--- src/rtl/rtue_pkg.sv ---
package rtue_pkg;

	localparam int unsigned LINE_BYTES = 256;
	localparam int unsigned MAX_COLS   = 256;

	localparam int unsigned CP_W    = 21;
	localparam int unsigned CNT_W   = 9;
	localparam int unsigned NBYTE_W = 3;

	localparam int unsigned IN_DATA_W  = 24;
	localparam int unsigned OUT_DATA_W = 56;

	localparam logic [CNT_W-1:0] BYTE_LIMIT = CNT_W'(LINE_BYTES - 5);
	localparam logic [CNT_W-1:0] SPACE_CAP  = CNT_W'((MAX_COLS < 511) ? MAX_COLS : 511);

	localparam logic [CP_W-1:0] CP_SPACE = CP_W'(32'h20);

	typedef logic [3:0][7:0] utf8_bytes_t;

	typedef struct packed {
		logic [NBYTE_W-1:0] count;
		utf8_bytes_t        bytes;
	} utf8_enc_t;

endpackage

--- src/rtl/rtue_utf8_enc.sv ---
module rtue_utf8_enc (
	input  logic [rtue_pkg::CP_W-1:0] code_point,
	output rtue_pkg::utf8_enc_t       enc
);
	import rtue_pkg::*;

	always_comb begin
		enc.bytes = '0;
		if (code_point < CP_W'(32'h80)) begin
			enc.count    = NBYTE_W'(1);
			enc.bytes[0] = code_point[7:0];
		end else if (code_point < CP_W'(32'h800)) begin
			enc.count    = NBYTE_W'(2);
			enc.bytes[0] = {3'b110, code_point[10:6]};
			enc.bytes[1] = {2'b10, code_point[5:0]};
		end else if (code_point < CP_W'(32'h10000)) begin
			enc.count    = NBYTE_W'(3);
			enc.bytes[0] = {4'b1110, code_point[15:12]};
			enc.bytes[1] = {2'b10, code_point[11:6]};
			enc.bytes[2] = {2'b10, code_point[5:0]};
		end else begin
			enc.count    = NBYTE_W'(4);
			enc.bytes[0] = {5'b11110, code_point[20:18]};
			enc.bytes[1] = {2'b10, code_point[17:12]};
			enc.bytes[2] = {2'b10, code_point[11:6]};
			enc.bytes[3] = {2'b10, code_point[5:0]};
		end
	end

endmodule

--- src/rtl/row_trim_utf8_encoder_core.sv ---
// Row trimmer and UTF-8 encoder for a terminal row.
// Input stream: one cell per request; s_tdata carries the code point, s_tuser
// flags the right half of a wide glyph, s_tlast marks the last cell of the row.
// Blank cells (zero, space, wide tail) only count pending spaces; a later
// visible cell produces one result with the space run and its 1 to 4 bytes
// (none at the byte limit). Output stream: one result per visible cell until
// the row stops and one per last cell, with m_tlast set on the row's closing
// result and line_length reporting the total. A request passes the input
// register, then the result register. Throughput: one cell per cycle unless
// the receiver stalls; trim and encode is a single logic pass between the registers.
// Reset (arst_n low) empties both registers and clears the pending space
// count, the byte count and the stop flag. State also returns to zero after
// every last cell.
// When the receiver stalls, the result register holds its request and the
// input register stops advancing; s_tready drops once both are full, so no
// request is lost or duplicated.
module row_trim_utf8_encoder_core (
	input  logic                              clk,
	input  logic                              arst_n,
	input  logic                              s_tvalid,
	output logic                              s_tready,
	input  logic [rtue_pkg::IN_DATA_W-1:0]    s_tdata,  // code_point[20:0], zero pad
	input  logic                              s_tuser,  // wide_tail
	input  logic                              s_tlast,  // row_end
	output logic                              m_tvalid,
	input  logic                              m_tready,
	output logic [rtue_pkg::OUT_DATA_W-1:0]   m_tdata,  // space_run[8:0], byte_count[11:9],
	                                                    // byte0..byte3[43:12], line_length[52:44]
	output logic                              m_tlast   // line_done
);
	import rtue_pkg::*;

	// input register
	logic            valid_s1;
	logic [CP_W-1:0] cp_s1;
	logic            tail_s1;
	logic            last_s1;

	// row state
	logic [CNT_W-1:0] pending_q;
	logic [CNT_W-1:0] written_q;
	logic             stopped_q;

	// result register
	logic                  out_valid_q;
	logic [CNT_W-1:0]      run_q;
	logic [NBYTE_W-1:0]    count_q;
	utf8_bytes_t           bytes_q;
	logic                  done_q;
	logic [CNT_W-1:0]      length_q;

	utf8_enc_t        enc;
	logic             out_free;
	logic             advance;
	logic             blank;
	logic             has_result;
	logic [CNT_W-1:0] room;
	logic [CNT_W-1:0] run;
	logic [CNT_W-1:0] after_run;
	logic             emit_char;
	logic [CNT_W-1:0] after_char;
	logic [CNT_W-1:0] res_run;
	logic [NBYTE_W-1:0] res_count;
	utf8_bytes_t      res_bytes;

	rtue_utf8_enc u_enc (
		.code_point(cp_s1),
		.enc       (enc)
	);

	assign out_free = !out_valid_q || m_tready;
	assign advance  = valid_s1 && out_free;
	assign s_tready = !valid_s1 || out_free;

	always_comb begin
		blank      = tail_s1 || (cp_s1 == '0) || (cp_s1 == CP_SPACE);
		has_result = last_s1 || (!blank && !stopped_q);
		room       = BYTE_LIMIT - written_q;
		run        = (pending_q < room) ? pending_q : room;
		after_run  = written_q + run;
		emit_char  = after_run < BYTE_LIMIT;
		after_char = emit_char ? after_run + CNT_W'(enc.count) : after_run;
		res_run    = '0;
		res_count  = '0;
		res_bytes  = '0;
		if (!blank && !stopped_q) begin
			res_run = run;
			if (emit_char) begin
				res_count = enc.count;
				res_bytes = enc.bytes;
			end
		end
	end

	always_ff @(posedge clk or negedge arst_n) begin
		if (!arst_n) begin
			valid_s1 <= 1'b0;
		end else if (s_tready) begin
			valid_s1 <= s_tvalid;
		end
	end

	always_ff @(posedge clk) begin
		if (s_tready && s_tvalid) begin
			cp_s1   <= s_tdata[CP_W-1:0];
			tail_s1 <= s_tuser;
			last_s1 <= s_tlast;
		end
	end

	always_ff @(posedge clk or negedge arst_n) begin
		if (!arst_n) begin
			pending_q <= '0;
			written_q <= '0;
			stopped_q <= 1'b0;
		end else if (advance) begin
			if (last_s1) begin
				pending_q <= '0;
				written_q <= '0;
				stopped_q <= 1'b0;
			end else if (blank) begin
				if (!stopped_q && pending_q < SPACE_CAP) begin
					pending_q <= pending_q + CNT_W'(1);
				end
			end else if (!stopped_q) begin
				pending_q <= '0;
				written_q <= after_char;
				stopped_q <= after_char >= BYTE_LIMIT;
			end
		end
	end

	always_ff @(posedge clk or negedge arst_n) begin
		if (!arst_n) begin
			out_valid_q <= 1'b0;
		end else if (out_free) begin
			out_valid_q <= advance && has_result;
		end
	end

	always_ff @(posedge clk) begin
		if (advance && has_result) begin
			run_q    <= res_run;
			count_q  <= res_count;
			bytes_q  <= res_bytes;
			done_q   <= last_s1;
			// blank or stopped cells leave the count as it was
			length_q <= (!blank && !stopped_q) ? after_char : written_q;
		end
	end

	assign m_tvalid = out_valid_q;
	assign m_tlast  = done_q;
	assign m_tdata  = {3'b000, length_q, bytes_q[3], bytes_q[2], bytes_q[1], bytes_q[0],
		count_q, run_q};

endmodule
--- config.mk ---
export PLATFORM = sky130hd
export DESIGN_NAME = row_trim_utf8_encoder_core
export DESIGN_NICKNAME = d
export VERILOG_FILES = /design/src/rtl/rtue_pkg.sv /design/src/rtl/rtue_utf8_enc.sv /design/src/rtl/row_trim_utf8_encoder_core.sv
export SDC_FILE = /design/constraint.sdc
export NUM_CORES = 1
export LEC_CHECK = 0
export ABC_CLOCK_PERIOD_IN_PS = 11300
export BUFFER_PORTS_ARGS = -buffer_cell sky130_fd_sc_hd__buf_4
export CELL_PAD_IN_SITES_DETAIL_PLACEMENT = 1
export CELL_PAD_IN_SITES_GLOBAL_PLACEMENT = 1
export CORE_UTILIZATION = 49
export CTS_BUF_LIST = sky130_fd_sc_hd__clkbuf_8
export DETAILED_ROUTE_END_ITERATION = 12
export GPL_TIMING_DRIVEN = 0
export PLACE_DENSITY = 0.92
export SLEW_MARGIN = 25
export SYNTH_ARGS = -nofsm -noshare
export SYNTH_HDL_FRONTEND = slang
export SYNTH_SLANG_ARGS = --single-unit
--- constraint.sdc ---
create_clock -name clk -period 11.3 [get_ports clk]
set_clock_uncertainty 0.05 [all_clocks]
set_input_delay 1.695 -clock clk [delete_from_list [all_inputs] [get_ports clk]]
set_output_delay 1.695 -clock clk [all_outputs]
set_load 0.01 [all_outputs]
# ---- Word level (Yosys, flattened, before mapping)
# Cells that the tools add are included.
dict set report op_classes {
  n_addsub 4
  n_bitwise 2
  shifts 0
  multipliers 0
  n_eq_ne 5
  reduce_logical 22
  magnitude_cmp 7
  mux 20
  div_mod_pow 0
}
# cell count
set ops {}
lappend ops {{two-way mux 9 bit} 10}
lappend ops {{two-way mux 22 bit} 1}
lappend ops {{== test 21 x 6 -> 1 bit (second input constant)} 1}
lappend ops {{zero test 21 bit} 1}
lappend ops {{less-than comparator 21 x 12 -> 1 bit (second input constant)} 1}
lappend ops {{less-than comparator 21 x 17 -> 1 bit (second input constant)} 1}
lappend ops {{less-than comparator 21 x 8 -> 1 bit (second input constant)} 1}
lappend ops {{two-way mux 16 bit} 1}
lappend ops {{two-way mux 8 bit} 2}
lappend ops {{adder 9 x 1 -> 9 bit (second input constant)} 1}
lappend ops {{adder 9 x 3 -> 9 bit} 1}
lappend ops {{adder 9 bit} 1}
lappend ops {{>= comparator 9 x 8 -> 1 bit (second input constant)} 1}
lappend ops {{less-than comparator 9 x 8 -> 1 bit (second input constant)} 1}
lappend ops {{less-than comparator 9 bit} 1}
lappend ops {{less-than comparator 9 bit (second input constant)} 1}
lappend ops {{two-way mux 3 bit} 3}
lappend ops {{subtractor 8 x 9 -> 9 bit (first input constant)} 1}
lappend ops {{inequality test 3 x 2 -> 1 bit (second input constant)} 2}
lappend ops {{AND reduction 3 bit} 2}
lappend ops {{logical AND 1 bit} 5}
lappend ops {{logical OR 1 bit} 5}
lappend ops {{OR reduction 5 bit} 1}
lappend ops {{zero test 1 bit} 4}
lappend ops {{other kinds (6)} 11}
dict set report word_totals {
  rom_bits 0
  out_inout_bits 59
  latch_bits 0
  input_bits 30
  elab_cells 78
  memories 0
  ram_bits 0
  register_bits 98
}

# ---- Logic depth before layout (Yosys ltp)
# Gate-level depths: netlist (run 1).
dict set report logic_depth {
  depth_word 10
  ltp_mapped 25
}

# ---- By module
# From an unflattened synthesis (run 1), not the netlist that was laid out.
dict set report unflattened {
  cells_unflattened 483
  hier_area_um2 5310.1
}
# module area_each_um2 cells_per_inst instances
set modules_own_cells {}
lappend modules_own_cells {row_trim_utf8_encoder_core 4820.9 403 1}
lappend modules_own_cells {rtue_utf8_enc 489.2 80 1}

# ---- Worst setup path before layout (run 1)
# No wires, ideal clock.
dict set report synth_timing {
  kind {register -> register}
  startpoint {register written_q[3]}
  endpoint {register length_q[1] (data pin)}
  slack_ps 5983
  setup_time_ps 260
  path_stages_with_launch 22
  arrival_time_ps 5007
  synth_period_minus_slack_ps 5317
  path_cell_list {dfrtp_1 > ha_1 > and3_1 > xnor2_1 > ha_1 > a21oi_1 > o21ai_0 > nor3_1 > clkbuf_1 > nand2_1 > o21ai_0 > ha_1 > inv_1 > fa_1 > nand2b_1 > a21oi_1 > xor2_1 > nand3_1 > nor4_1 > nor2_1 > mux2i_1 > mux2_2}
}
dict set report synth_via {
  elab_chain_cells 7
  word_cells_on_any_way 8
  classes_between {add/sub (3); order compare (2); mux (3)}
}
# item line_no
set synth_rtl {}
lappend synth_rtl {{start: declaration} row_trim_utf8_encoder_core.sv:41} ;# logic [CNT_W-1:0] written_q;
lappend synth_rtl {{start signal: assignment} row_trim_utf8_encoder_core.sv:127} ;# written_q <= after_char;
lappend synth_rtl {{subtractor 8 x 9 -> 9 bit (*)} row_trim_utf8_encoder_core.sv:78} ;# room = BYTE_LIMIT - written_q;
lappend synth_rtl {{less-than comparator 9 bit (*)} row_trim_utf8_encoder_core.sv:79} ;# run = (pending_q < room) ? pending_q : room;
lappend synth_rtl {{two-way mux 9 bit (*)} row_trim_utf8_encoder_core.sv:79}
lappend synth_rtl {{named net run[0]} row_trim_utf8_encoder_core.sv:58} ;# logic [CNT_W-1:0] run;
lappend synth_rtl {{adder 9 bit (*)} row_trim_utf8_encoder_core.sv:80} ;# after_run = written_q + run;
lappend synth_rtl {{adder 9 x 3 -> 9 bit or less-than comparator 9 x 8 -> 1 bit (tied branches)} {row_trim_utf8_encoder_core.sv:82, row_trim_utf8_encoder_core.sv:81}}
lappend synth_rtl {{two-way mux 9 bit (*)} row_trim_utf8_encoder_core.sv:82} ;# after_char = emit_char ? after_run + CNT_W'(enc.count) : after_run;
lappend synth_rtl {{two-way mux 9 bit (*)} row_trim_utf8_encoder_core.sv:148} ;# length_q <= (!blank && !stopped_q) ? after_char : written_q;
lappend synth_rtl {{end signal: assignment} row_trim_utf8_encoder_core.sv:148}
lappend synth_rtl {{end: declaration} row_trim_utf8_encoder_core.sv:50} ;# logic [CNT_W-1:0] length_q;
# The timed path passes the listed nets; every way through them passes the cells marked *.
# A chain may end at the register's enable or synchronous reset.

# ---- Final worst setup path (run 1)
# Ends and elaborated chain as after synthesis.

==> impl_metrics.json, run 1 <==
{
  "crit_path_top_delay_cell": "nor4_1",
  "grt.total_usage": 0.287,
  "fmax_mhz": 145,
  "worstMarginPinSlew_ns": 0.915,
  "clk_latency_ns": 0.39,
  "start_kind": "flip-flop",
  "fp.dieH_um": 104,
  "powerDensity_nw_per_um2": 156,
  "wl_per_cell_um": 21.4,
  "period_share": 0.612,
  "final_nets": 621,
  "drt-initial-drc-count": 289,
  "seq_area_frac_synth": 0.537,
  "crit_path_end_kind": "flip-flop",
  "wl_um": 15100,
  "status": "finished, final reports clean",
  "post_cts_buffers": 0,
  "post_cts_resized": 0,
  "cts_sinks": 95,
  "clk_pin_slew_ns": 0.10,
  "cp_max_fo": 10,
  "avgViaCountPerCell": 5.99,
  "initial_utilization": 0.514,
  "cts_hold_buf": 0,
  "avgSynthCellArea_um2": 10.8,
  "gr-total-overflow": 0,
  "hp-class": "reg2reg",
  "dr.pass1.iters": 5,
  "cts_tree": "yes",
  "placed_cells": 690,
  "clock_path_buffers": 2,
  "finalSetupTns_ns": 0,
  "boundaryPins": 89,
  "core_um2": 9950,
  "drc_errors": 0,
  "area_growth_pct": 19.0,
  "p_leak_nw": 2.59,
  "yosys_warnings": 0,
  "vias": 4228,
  "synthCells": 472,
  "async_flop_share": 0.221,
  "grt_max_degree": 34,
  "fin_crit_ns": 6.91,
  "setup_viol": 0,
  "finalHoldViolCount": 0,
  "grt_pass1_wl_um": 23800,
  "final_area_um2": 6100,
  "place_area_um2": 5920,
  "ant_nets": 0,
  "slowest_delay_ns": 0.69,
  "cp.arrival_ns": 7.00,
  "maxCapViolCount": 0,
  "rows": 36,
  "synth-edff-count": 74,
  "n_antenna_cell": 0,
  "syn_area_um2": 5120,
  "synth_cell_types": 61,
  "h-tree-depth": 3,
  "worst_ep_required_time_ns": 11.39,
  "die_w_um": 104,
  "power_mw": 0.952,
  "grt_pass1_vias": 4420,
  "synth-seq-cells": 95,
  "numCtsBuffers": 9,
  "crit_path_cell_trace": "ha_1, and3_1, xnor2_1, ha_1, a21oi_1, o21ai_0, nor3_1, clkbuf_1, nand2_1, o21ai_0, ha_1, inv_1, fa_1, nand2b_1, a21oi_1, xor2_1, nand3_1, nor4_1, nor2_1, mux2i_1, mux2_2",
  "maxSlewViolCount": 0,
  "instances_no_fill": 706,
  "drive_above_1_share": 0.213,
  "antenna_found_initial": 0,
  "rsz0062_at_grt": "false",
  "max-vdd-ir-drop_uv": 110,
  "crit_type": "reg2reg",
  "cts_root_buffer": "clkbuf_8",
  "cp_common_cell": "ha_1",
  "slew_headroom": 0.385,
  "rrSetupSlack_ns": 4.39,
  "synth_top_flop_cell": "edfxtp_1",
  "portBuffers": 79,
  "gp_congestion": 0.847,
  "dp_hpwl_um": 11200,
  "fp.dieArea_um2": 10900
}
==> per-stage QoR <==
step	worst slack (ns)	hold slack (ns)	util
after floorplan	5.98	0.424	-
after global placement	5.03	0.472	0.593
after detailed placement	4.57	0.474	0.595
after CTS	4.50	0.508	0.612
after global routing	4.07	0.544	0.612
final	4.39	0.501	0.612
==> layout by cell type, fill, tap and decap left out, types with 3 or more instances in the layout <==
cell        Yosys  final
dfrtp_1        21     21
a21o_1         10     10
o21ai_0        30     30
nor2_1         49     49
nor4_1          6      6
buf_2           3      3
ha_1           21     21
o31ai_1         3      3
mux2_2          5      5
nor2b_1         3      3
o2111ai_1       3      3
edfxtp_1       74     74
buf_4           7     86
conb_1          1      6
nand2_1        47     47
nor3_1          7      7
clkbuf_8        0      9
clkinvlp_4      0      4
nand3_1        10     10
mux2i_1        11     11
and3_1          5      5
and2_1         16     15
a21oi_1        29     29
xor2_1         10     10
inv_1          25     25
xnor2_1         8      8
nand2b_1        6      6
a211oi_1        9      9
clkbuf_1        7      6
==> worst paths after layout <==
path | from | to | cells past startpoint
worst min-delay path | m_tvalid | m_tvalid | 2
max in group asynchronous | arst_n | pending_q[8] | 1
worst max register to register | written_q[3] | length_q[1] | 21
worst max-delay path | written_q[3] | length_q[1] | 21
worst min register to register | m_tvalid | m_tvalid | 2
min in group asynchronous | arst_n | written_q[5] | 1
==> area by class of cell <==
class                      instances  area [um^2]
buffer                            19          106
clock buffer                       9          124
clock inverter                     7         47.5
fill                            1106         3860
inverter                          26         97.6
multi-input combinational        337         2190
sequential                        95         2750
tap                              133          166
timing repair buffer              80          613
==> synthesized netlist by cell type (8+ instances only) <==
library cell / instances / share of area
mux2i_1: 11 / 0.022
nand3_1: 10 / 0.0098
ha_1: 21 / 0.051
a21o_1: 10 / 0.015
inv_1: 25 / 0.018
xnor2_1: 8 / 0.014
dfrtp_1: 21 / 0.10
nor2_1: 49 / 0.036
a21oi_1: 29 / 0.028
o21ai_0: 30 / 0.029
and2_1: 16 / 0.020
nand2_1: 47 / 0.034
a211oi_1: 9 / 0.013
xor2_1: 10 / 0.017
edfxtp_1: 74 / 0.43
==> routing by layer <==
metal / share of wire / global-route usage
met2: 0.51 / 0.491
met1: 0.39 / 0.353
met3: 0.067 / 0.0508
met5: 0 / 0
met4: 0.035 / 0.135
==> critical path, delay by kind of cell, from the launching register on <==
kind | cells | cell delay [ns]
buffers and inverters | 2 | 0.47
AND/OR/NAND/NOR | 7 | 2.43
flip-flops | 1 | 0.48
AO/OA/AOI/OAI | 4 | 0.67
multiplexers | 2 | 0.55
adder cells (fa/ha/maj) | 4 | 1.27
XOR/XNOR | 2 | 0.75
==> state kept, by name (all words and copies together), names as in the netlist <==
signal,count
run_q,9
m_tvalid,1
stopped_q,1
m_tlast,1
valid_s1,1
m_tdata,29
length_q,9
tail_s1,1
last_s1,1
pending_q,9
cp_s1,21
count_q,3
written_q,9
==> logic make-up (layout without fill, tap and decap cells) <==
group	after synthesis	count (layout)	synth area share
other cells	1	6	0.000732
simple gates	166	166	0.158
buf+inv	45	141	0.0391
mux	16	16	0.0325
fa+ha+maj	23	23	0.0591
xor+xnor	18	18	0.0308
compound gates	108	108	0.144
flops	95	95	0.537
==> where the power goes <==
part           internal [mW]  switching, mW  leakage, nW  total [mW]
clock                 0.0794          0.127       0.0753       0.206
combinational          0.110          0.174         1.51       0.284
sequential             0.426         0.0358         1.00       0.461
Power figures use the tool's default switching activity.
==> inputs of run 2 (changes only) <==
Settings changed: ABC_CLOCK_PERIOD_IN_PS 11300 to 6100, CORE_UTILIZATION 49 to 41, PLACE_DENSITY 0.92 to 0.82.
Clock period 11.3 ns to 6.1 ns, I/O delays scaled along.
==> run 2 against run 1 <==
  * Via count shrank 4.5%
  * Utilization shrank 10 points
  * Combinational power grew 80%
  * Global-route usage shrank 6.1 points
  * Sequential share of layout area shrank 0.77 points
  * Critical endpoint is now m_tdata[15]
==> impl_metrics.json, run 2 (synthesized netlist as in run 1, its figures left out) <==
{
  "seq_area_um2": 2750,
  "start_kind": "flip-flop",
  "antenna_found_initial": 0,
  "boundaryPins": 89,
  "cts_hold_buf": 0,
  "layout_common_cells": "buf_4, edfxtp_1, nor2_1, nand2_1",
  "max-vdd-ir-drop_uv": 117,
  "cts_sinks": 95,
  "cp.arrival_ns": 5.80,
  "reg2reg_depth": 22,
  "drc_errors": 0,
  "fp.dieH_um": 114,
  "grt.total_usage": 0.226,
  "powerDensity_nw_per_um2": 287,
  "crit_path_top_delay_cell": "dfrtp_1",
  "multi_input_comb_area_um2": 2230,
  "fin_crit_ns": 5.66,
  "slowest_delay_ns": 0.48,
  "drive_above_1_share": 0.221,
  "vias": 4038,
  "dp_hpwl_um": 10600,
  "status": "finished, final reports clean",
  "cp_common_cell": "ha_1",
  "largest_reg_flops": 29,
  "avgViaCountPerCell": 5.44,
  "cts_tree": "yes",
  "dr.pass1.iters": 4,
  "hold_ws_ns": 0.365,
  "path_buf_inv": 4,
  "gp_congestion": 0.916,
  "n_antenna_cell": 0,
  "cp_max_fo": 10,
  "crit_cells": 22,
  "crit_type": "reg2reg",
  "p_leak_nw": 2.64,
  "worst_ep_required_time_ns": 6.24,
  "place_area_um2": 5970,
  "crit_family": "compound AO/OA/AOI/OAI gates",
  "slew_headroom": 0.440,
  "hp-class": "in2async",
  "portBuffers": 79,
  "setup_viol": 0,
  "die_w_um": 114,
  "fp.dieArea_um2": 12900,
  "cts_root_buffer": "clkbuf_8",
  "final_nets": 622,
  "core_um2": 12100,
  "initial_utilization": 0.423,
  "finalHoldViolCount": 0,
  "h-tree-depth": 3,
  "instances_no_fill": 742,
  "maxCapViolCount": 0,
  "grt_max_degree": 37,
  "final_area_um2": 6200,
  "final_common_cell": "buf_4",
  "grt_pass1_vias": 4159,
  "area_growth_pct": 21.1,
  "rsz0062_at_grt": "false",
  "clk_latency_ns": 0.37,
  "period_share": 0.928,
  "final_util": 0.512,
  "drt-initial-drc-count": 311,
  "wl_um": 14200,
  "numCtsBuffers": 9,
  "setup_slack_ns": 0.441,
  "crit_path_cell_trace": "ha_1, and3_1, xnor2_1, ha_1, a21oi_1, o21ai_0, nor3_2, clkbuf_2, nand2_1, o21ai_0, ha_1, inv_1, fa_1, nand2b_1, a21o_1, a31oi_1, o21ai_1, and2_0, clkbuf_2, or3_1, buf_4, a2111oi_4",
  "worstMarginPinSlew_ns": 0.835,
  "grt_pass1_wl_um": 22500,
  "rows": 40,
  "ant_nets": 0,
  "clock_path_buffers": 2,
  "gr-total-overflow": 0,
  "fmax_mhz": 177,
  "maxSlewViolCount": 0,
  "pre_cts_slack_ns": -0.515,
  "crit_path_end_kind": "flip-flop",
  "nFillCells": 1377,
  "wl_per_cell_um": 19.1,
  "placed_cells": 725,
  "clk_pin_slew_ns": 0.10
}
run 2: report_power, final:
group	internal (mW)	switching, mW	total (mW)
combinational	0.205	0.308	0.512
clock	0.188	0.228	0.416
sequential	0.788	0.0663	0.854
run 2: layout make-up:
class,instances,area share
clock inverter,7,0.0107
inverter,26,0.0157
tap,168,0.0339
timing repair buffer,81,0.100
sequential,95,0.443
buffer,19,0.0173
clock buffer,9,0.0200
multi-input combinational,337,0.359
run 2: what timing repair did:
| item | 4_1_cts | 5_1_grt |
|---|---|---|
| buffers inserted | 1 | 0 |
| resized for setup | 3 | 6 |
| setup endpoints to repair | 40 | 39 |
| pin swaps | 1 | 0 |
| cloned | 0 | 0 |
run 2: per-stage QoR:
step                      TNS [ns]  power [mW]
after CTS                        0        1.78
final                            0        1.78
after floorplan                  0        1.16
after global placement       -2.54        1.33
after detailed placement    -13.56        1.36
after global routing             0        1.87
run 2: layer usage:
| layer | vias to the layer above | global-route usage | part of all wire |
|---|---|---|---|
| li1 | 1903 | - | - |
| met1 | 2027 | 0.305 | 0.45 |
| met2 | 97 | 0.390 | 0.51 |
| met3 | 11 | 0.0308 | 0.040 |
| met4 | 0 | 0.0474 | 0.0079 |
| met5 | - | 0 | 0 |
run 2: worst paths after layout:
path                               from           end  slack (ns)
setup / recovery           written_q[3]   m_tdata[15]        0.44
setup reg to reg           written_q[3]   m_tdata[15]        0.44
hold / removal                   arst_n  pending_q[0]        0.36
hold reg to reg                m_tvalid      m_tvalid        0.50
min in group clk               m_tvalid      m_tvalid        0.50
max in group asynchronous        arst_n  written_q[2]        5.39
==> inputs of run 3 (changes only) <==
Settings changed: ABC_AREA set to 1, CORE_UTILIZATION 41 to 40, SLEW_MARGIN 25 to not set.
==> run 3 against run 2 <==
  * Combinational power up 37%
  * Critical path type unchanged
  * Count of clock-buffer cells in the layout increased by 1
  * Global-route usage rose by 0.25 points
  * Synthesized area shrank 0.37%
  * Via count up 5.3%
  * Clock power increased by 7.2%
  * Sequential power rose by 8.4%
  * Critical path depth rose by 8
  * Critical endpoint is now stopped_q
==> impl_metrics.json, run 3 <==
{
  "dp_hpwl_um": 11000,
  "start_kind": "flip-flop",
  "crit_type": "reg2reg",
  "numCtsBuffers": 9,
  "place_area_um2": 5950,
  "gp_congestion": 0.886,
  "switching_share": 0.367,
  "wl_per_cell_um": 17.5,
  "cp_common_cell": "nand3_1",
  "nFillCells": 1470,
  "cts_root_buffer": "clkbuf_8",
  "synth-seq-cells": 95,
  "core_um2": 12200,
  "grt_pass1_vias": 4429,
  "grt_pass1_wl_um": 22700,
  "netSwitchingPower_mw": 0.761,
  "final_common_cell": "nand2_1",
  "maxCapViolCount": 0,
  "setup_slack_ns": 0.611,
  "status": "finished, final reports clean",
  "powerDensity_nw_per_um2": 337,
  "avgViaCountPerCell": 5.27,
  "clk_pin_slew_ns": 0.10,
  "fin_crit_ns": 5.49,
  "cp.arrival_ns": 5.76,
  "area_growth_pct": 20.6,
  "portBuffers": 79,
  "drc_errors": 0,
  "setup_viol": 0,
  "reg2reg_depth": 30,
  "cts_sinks": 95,
  "yosys-top-cells-count": "nand2_1, edfxtp_1, inv_1",
  "maxSlewViolCount": 0,
  "p_leak_nw": 2.73,
  "clk_latency_ns": 0.38,
  "p_int_mw": 1.31,
  "hp-class": "in2async",
  "finalHoldViolCount": 0,
  "final_nets": 687,
  "rsz0062_at_grt": "false",
  "avgSynthCellArea_um2": 9.48,
  "seq_area_frac_synth": 0.538,
  "final_area_um2": 6150,
  "p_clk_frac": 0.215,
  "synth_cell_types": 46,
  "n_antenna_cell": 0,
  "slew_headroom": 0.428,
  "antenna_found_initial": 0,
  "synth_top_area_cell": "edfxtp_1",
  "grt_max_degree": 39,
  "cp_max_fo": 9,
  "grt.total_usage": 0.229,
  "pre_cts_slack_ns": 0.645,
  "yosys.cell_count.top_type": "nand2_1",
  "largest_reg_flops": 29,
  "comb_power_share": 0.339,
  "worst_ep_required_time_ns": 6.38,
  "syn_area_um2": 5100,
  "fp.dieH_um": 115,
  "synth_top_area_frac": 0.436,
  "synth-edff-count": 74,
  "crit_path_top_delay_cell": "dfrtp_1",
  "power_mw": 2.07,
  "period_share": 0.900,
  "fmax_mhz": 182,
  "clock_path_buffers": 2,
  "worstMarginPinSlew_ns": 0.857,
  "synth_top_flop_cell": "edfxtp_1",
  "dr.pass1.iters": 4,
  "cts_hold_buf": 0,
  "finalSetupTns_ns": 0,
  "boundaryPins": 89,
  "async_flop_share": 0.221,
  "fp.dieArea_um2": 13200,
  "gr-total-overflow": 0,
  "layout_common_cells": "nand2_1, buf_4, edfxtp_1, inv_1, nor2_1",
  "reg2reg_from": "written_q[4]",
  "r2r_end": "stopped_q",
  "vias": 4250,
  "wl_um": 14100,
  "power.share.sequential": 0.446,
  "initial_utilization": 0.418,
  "die_w_um": 115,
  "drt-initial-drc-count": 249,
  "drive_above_1_share": 0.207,
  "post_cts_buffers": 0,
  "h-tree-depth": 3,
  "max-vdd-ir-drop_uv": 151,
  "rrSetupSlack_ns": 0.61,
  "cts_tree": "yes",
  "slowest_delay_ns": 0.49,
  "crit_path_end_kind": "flip-flop",
  "rows": 40,
  "synth.area.top_cells": "edfxtp_1, dfrtp_1, nand2_1, ha_1, inv_1",
  "yosys_warnings": 0,
  "synthCells": 538,
  "post_cts_resized": 0,
  "ant_nets": 0
}
==> run 3: cells by family after synthesis <==
kind of cell	Yosys count	share of synthesized area
AND/OR/NAND/NOR	240	0.218
flip-flops	95	0.538
buffers and inverters	89	0.0716
AO/OA/AOI/OAI	78	0.0895
adder cells (fa/ha/maj)	23	0.0593
XOR/XNOR	12	0.0221
other	1	0.000735
==> run 3: power groups by stage <==
stage | Clock (mW) | Combinational, mW | Sequential (mW)
finish | 0.446 | 0.703 | 0.926
global route | 0.472 | 0.780 | 0.937
CTS | 0.450 | 0.707 | 0.926
detailed placement | 0 | 0.704 | 0.940
global placement | 0 | 0.654 | 0.940
floorplan | 0 | 0.366 | 0.965
==> run 3: area by class of cell <==
class	instances	area, um^2	share of cell area
clock inverter	6	68.8	0.0112
tap	168	210	0.0342
sequential	95	2750	0.447
clock buffer	10	138	0.0224
inverter	74	278	0.0451
buffer	15	88.8	0.0144
timing repair buffer	80	613	0.0997
multi-input combinational	359	2010	0.326
==> run 3: stage by stage <==
step	hold slack [ns]	std cells	util
5_1_grt	0.375	807	0.504
3_3_place_gp	0.398	790	0.485
2_1_floorplan	0.385	543	-
6_report	0.359	807	0.504
4_1_cts	0.361	807	0.504
3_5_place_dp	0.393	791	0.487
==> run 3: worst max-delay path by stage <==
stage | start | endpoint | slack, ns | cells past startpoint
2_1_floorplan | written_q[4] | stopped_q | 1.72 | 31
3_3_place_gp | written_q[4] | stopped_q | 0.89 | 27
3_5_place_dp | written_q[4] | stopped_q | 0.64 | 30
4_1_cts | written_q[4] | stopped_q | 0.62 | 30
5_1_grt | written_q[4] | stopped_q | 0.12 | 30
6_report | written_q[4] | stopped_q | 0.61 | 30
==> run 3: metal layers <==
| metal | global-route usage | wire, um |
|---|---|---|
| met1 | 0.294 | 6140 |
| met2 | 0.383 | 6860 |
| met3 | 0.0300 | 721 |
| met4 | 0.108 | 387 |
| met5 | 0 | 0 |
==> run 3: critical path: cells and delay by family (launching register included) <==
kind / cells / cell delay (ns)
AND/OR/NAND/NOR: 18 / 2.32
buffers and inverters: 4 / 0.33
XOR/XNOR: 2 / 0.42
AO/OA/AOI/OAI: 2 / 0.55
flip-flops: 1 / 0.49
adder cells (fa/ha/maj): 4 / 1.29
